[src/rtl/rhh_pkg.sv]
// Package: sizes, command and status codes, and payload types for the Robin Hood hash table.
`timescale 1ns / 1ps
package rhh_pkg;
  localparam int TableSize = 1024;
  localparam int IdxW = $clog2(TableSize);
  localparam int CntW = IdxW + 1;
  localparam int KeyW = 32;
  localparam int DataW = 32;
  localparam int EntryW = KeyW + DataW + IdxW;
  // Slot memory word: valid flag on top of the entry
  localparam int SlotW = EntryW + 1;

  localparam logic [1:0] CMD_INSERT = 2'd0;
  localparam logic [1:0] CMD_SEARCH = 2'd1;
  localparam logic [1:0] CMD_REMOVE = 2'd2;

  localparam logic [2:0] ST_INSERTED  = 3'd0;
  localparam logic [2:0] ST_DUPLICATE = 3'd1;
  localparam logic [2:0] ST_FULL      = 3'd2;
  localparam logic [2:0] ST_FOUND     = 3'd3;
  localparam logic [2:0] ST_NOT_FOUND = 3'd4;
  localparam logic [2:0] ST_REMOVED   = 3'd5;

  localparam logic [10:0] LoadLimitReset = 11'd716;

  typedef struct packed {
    logic [1:0]  cmd;
    logic [31:0] key;
    logic [31:0] data;
    logic [31:0] key_hash;
  } req_t;

  typedef struct packed {
    logic [2:0]  status;
    logic [31:0] found_data;
    logic [9:0]  slot;
    logic [10:0] entry_count;
  } rsp_t;

  // Classified operation handed from front to back
  typedef struct packed {
    logic [1:0]      cmd;
    logic [KeyW-1:0] key;
    logic [DataW-1:0] data;
    logic [IdxW-1:0] home;
  } op_t;
endpackage

[src/rtl/rhh_front.sv]
// Front end: accepts requests, masks fields and queues operations for the back end.
`timescale 1ns / 1ps
module rhh_front import rhh_pkg::*; (
  input  logic clk,
  input  logic rst,
  input  logic in_valid,
  output logic in_ready,
  input  req_t in_item,
  output logic op_valid,
  input  logic op_ready,
  output op_t  op
);
  localparam int Depth = 2;
  op_t q [Depth];
  logic [0:0] wp, rp;
  logic [1:0] cnt;
  op_t incoming;

  assign incoming = '{cmd: in_item.cmd, key: in_item.key[KeyW-1:0],
                      data: in_item.data[DataW-1:0],
                      home: in_item.key_hash[IdxW-1:0]};
  assign in_ready = (cnt != 2'd2);
  assign op_valid = (cnt != 2'd0);
  assign op = q[rp];

  // Two-entry queue
  always_ff @(posedge clk) begin
    if (rst) begin
      wp <= '0; rp <= '0; cnt <= '0;
    end else begin
      if (in_valid && in_ready) begin
        q[wp] <= incoming;
        wp <= wp + 1'b1;
      end
      if (op_valid && op_ready) rp <= rp + 1'b1;
      cnt <= cnt + 2'(in_valid && in_ready) - 2'(op_valid && op_ready);
    end
  end
endmodule

[config.mk]
export PLATFORM = sky130hd
export DESIGN_NAME = rhh_front
export DESIGN_NICKNAME = d
export VERILOG_FILES = /design/src/rtl/rhh_pkg.sv /design/src/rtl/rhh_front.sv
export SDC_FILE = /design/constraint.sdc
export NUM_CORES = 1
export LEC_CHECK = 0
export BUFFER_PORTS_ARGS = -buffer_cell sky130_fd_sc_hd__buf_2
export CAP_MARGIN = 0
export CORE_MARGIN = 2
export CORE_UTILIZATION = 40
export CTS_CLUSTER_DIAMETER = 100
export DETAILED_ROUTE_END_ITERATION = 16
export PLACE_DENSITY = 0.67
export SLEW_MARGIN = 0
export SYNTH_ARGS = -nofsm -noshare
export SYNTH_HDL_FRONTEND = slang
export SYNTH_SLANG_ARGS = --single-unit
[constraint.sdc]
create_clock -name clk -period 6.78 [get_ports clk]
set_input_delay 0.339 -clock clk [delete_from_list [all_inputs] [get_ports clk]]
set_output_delay 0.339 -clock clk [all_outputs]
set_load 0.01 [all_outputs]
Word level (Yosys, flattened, before mapping)

Memory sizes are Yosys's and may differ from the RTL's. A register that Yosys moved wholly into a read port is not among the register bits.
Cells that the tools add are included.

Add/subtract/negate cells: 4
Equal/unequal tests: 1
Muxes and demuxes: 5
Reduce and logical (&&, ||, !) cells: 3

Operator list:

| operator                                     | count |
|---|---|
| 1-bit 2-to-1 mux                             | 5 |
| 1-bit adder, second input constant           | 2 |
| 2-bit by 1-bit adder with 2-bit output       | 1 |
| 1-bit logical AND                            | 2 |
| 2-bit inequality test, second input constant | 1 |
| 2-bit nonzero test                           | 1 |
| 2-bit by 1-bit subtractor with 2-bit output  | 1 |

Register bits after elaboration: 4
Memory bits (writable): 152
Input bits: 102
Output and inout bits: 78
Logic and storage cells: 17
Memories kept: 1

Memories:

| name | depth | width | read ports | clocked after memory_dff | wr ports | RTL line        | RTL |
|---|---|---|---|---|---|---|---|
| q    | 2     | 76    | 1          | 1                        | 1        | rhh_front.sv:14 | `op_t q [Depth];` |

Depth between registers and ports, before layout

Word-level depth: 5
Mapped depth: 8

Worst setup path before layout

OpenSTA, ideal clock, no wires.

Path type: register to register
From: register cnt[0]
To: memory q[1][0] in the netlist's numbering (enable)
Data arrival time: 6193 ps
Path slack: -34 ps
Stages on the path, launching flop included: 4
Buffers on the path: 0
Clock period less this slack: 6814 ps
Path through: dfxtp_1 > nand2b_1 > nand2_1 > nor3b_1

Cells in the longest elaborated chain, start to end: 5

Ends and longest elaborated chain:

| element                                | RTL line        | RTL |
|---|---|---|
| start, declared                        | rhh_front.sv:16 | `logic [1:0] cnt;` |
| start signal, assigned                 | rhh_front.sv:36 | `cnt <= cnt + 2'(in_valid && in_ready) - 2'(op_valid && op_ready);` |
| 2-bit inequality test                  | rhh_front.sv:22 | `assign in_ready = (cnt != 2'd2);` |
| via in_ready                           | rhh_front.sv:7  | `output logic in_ready,` |
| 1-bit logical AND                      | rhh_front.sv:31 | `if (in_valid && in_ready) begin` |
| 1-bit 2-to-1 mux                       | rhh_front.sv:31 |  |
| 1-bit 2-to-1 mux                       | rhh_front.sv:28 | `if (rst) begin` |
| 1-bit 2-to-1 mux (not written as such) | rhh_front.sv:32 | `q[wp] <= incoming;` |
| end, declared                          | rhh_front.sv:14 |  |

The timed path passes the listed nets, and every way through them passes these cells.

==> metrics.csv <==
metric;value;unit
status;completed;
largest net degree at the start of global routing;77;
Final Util;0.5127;
Routed wire per std cell;15.46;µm
# rows;44;
Pwr Density;362.1;nW/µm²
Worst Max-Slew Pin Slew;1.031;ns
layout cell share with drive strength beyond 1;0.6045;
Core ar.;14420;µm²
Cell Area, Synth;5871;µm²
Nets;536;
Post-CTS Resized;0;
YS warnings;0;
die height;125.1;µm
Synth area leaders;edfxtp_1 78%, mux2_4 10%, mux2_2 7.1%;
Die ar.;15660;µm²
number of global-route vias before repair;3161;
wl on met1;3955;µm
Critical Path AT;2.38;ns
Layout fillers;1253;
metal2 WL;4945;µm
number of diodes;0;
relative slew slack;0.3127;
buffer levels on the longest clock path;2;
Placed Cells;597;
vias per inst;4.688;
number of antenna violations at the first check in global routing;0;
Tcrit/Tclk final;0.4005;
first-pass GRT wire length;15620;µm
commonest non-fill, non-tap cells in the layout;157 x buf_2, 152 x edfxtp_1, 40 x mux2_4;
Skew-Pair Late Insertion Delay;0.41;ns
Clock Skews;0.006951;ns
Yosys top cell area share;0.7775;
critical path's slowest cell;dfxtp_4;
placed inst area;6862;µm²
Seq cells post-synth;157;
Worst Path Max Fanout;39;
initial detailed-routing violation count;185;
H-Tree Level Count;4;
Pre-Repair DR Iteration Count;4;
grt ovf;0;
gpl congestion;0.6687;
hold_buf cts;0;
setup bufs post-CTS;0;
Worst Path Buf+Inv;2;
io pins;180;
root buf cell;clkbuf_16;
Sink Count;157;
uppermost layer routed;met4;
dpl hpwl;6063;µm
Post-DRT Antenna Nets;0;
Layout Area Growth over Synthesis;25.96;%
LEAKAGE;2.819;nW
worst setup margin;4.065;ns
commonest non-fill, non-tap cell in the layout;buf_2;
Critical Path End Type;output pin;
register area share after synthesis;0.7945;
Die X;125.1;µm
fin cells;629;
total CTS buffers;17;
vias;2949;
drt total wl;9727;µm
post-synth top area cell;edfxtp_1;
design area;7395;µm²
ordered cell list for the critical path;buf_4, mux2_2, buf_2;
unrepaired setup endpoints after global routing;no;
Mapped Avg Cell Area;22.49;µm²
Worst-path clk slew;0.06;ns
met3 wire length;665;µm
Top delay family on crit path;buffers and inverters;
CP startpoint kind;flip-flop;
CP Class;reg -> out;
TNS Setup;0;ns
Crit path largest cell delay;0.74;ns
final worst path period need;2.715;ns
Hold Crit Class;in -> reg;
Slew Viols, Final;0;
max-cap viol count;0;
CTS tree;built;
VDD IR max;0.0001938;V
Overall Power;2.677;mW
Syn Nets;365;
DP Worst Slack;4.416;ns
hold_ws;0.1140;ns
synth unique cells;20;
aggregate global-route resource usage;0.1301;
final hold violation count;0;
Buffers on Ports;157;
Crit path required time;6.44;ns
fmax;368.3;MHz
Initial Utilization;0.4070;
# setup viols final;0;
Mapped Cells;261;
DRC viols;0;
[state kept, by name (all words and copies together), names as in the netlist, named ones only]
signal and count:
q 152, cnt 2, rp 1, wp 1
[cell usage after synthesis]
| cell type | instances |
|---|---|
| and2_1 | 1 |
| xor2_1 | 1 |
| ha_1 | 2 |
| buf_6 | 4 |
| nor3b_1 | 1 |
| dfxtp_1 | 5 |
| o21a_1 | 1 |
| mux2_4 | 40 |
| mux2_2 | 37 |
| nor3_1 | 2 |
| edfxtp_1 | 152 |
| inv_1 | 1 |
| xnor2_1 | 1 |
| nor2_1 | 4 |
| or2_2 | 1 |
| buf_2 | 3 |
| buf_4 | 1 |
| nand2b_1 | 1 |
| nor2b_1 | 2 |
| nand2_1 | 1 |
[cell families (layout without fill, tap and decap cells)]
| kind of cell | Yosys count | in the layout | share of synthesized area |
|---|---|---|---|
| AO/OA/AOI/OAI | 1 | 1 | 0.001279 |
| XOR/XNOR | 2 | 2 | 0.002984 |
| adder cells (fa/ha/maj) | 2 | 2 | 0.004262 |
| buffers and inverters | 9 | 193 | 0.01215 |
| flip-flops | 157 | 157 | 0.7945 |
| multiplexers | 77 | 77 | 0.1733 |
| AND/OR/NAND/NOR | 13 | 13 | 0.01151 |
[metal layers]
metal | global-route usage | vias to the layer above
li1 | - | 1373
met1 | 0.1489 | 1463
met2 | 0.2168 | 101
met3 | 0.05220 | 12
met4 | 0.05686 | 0
met5 | 0 | -
[final timing paths]
check | endpoint | depth (start not counted) | start | slack (ns)
worst min register to register | rp | 2 | rp | 0.51
worst max-delay path | op[67] | 3 | flip-flop | 4.06
worst max register to register | q[1][24] | 4 | cnt[0] | 4.64
worst min-delay path | q[0][73] | 1 | in_item[95] | 0.11
[report_power, final]
| group | switching [mW] | internal (mW) | leakage (nW) |
|---|---|---|---|
| combinational | 0.270 | 0.318 | 1.12 |
| clock | 0.352 | 0.499 | 0.262 |
| sequential | 0.0651 | 1.17 | 1.43 |
[cell type report]
type                       instances  area, µm²  area share
multi-input combinational         95       1151      0.1557
sequential                       157       4668      0.6313
clock buffer                      19      432.9     0.05854
clock inverter                    13      100.1     0.01354
inverter                           1      3.754   0.0005076
tap                              184      230.2     0.03113
timing repair buffer             160      808.3      0.1093
Power figures use the tool's default switching activity.
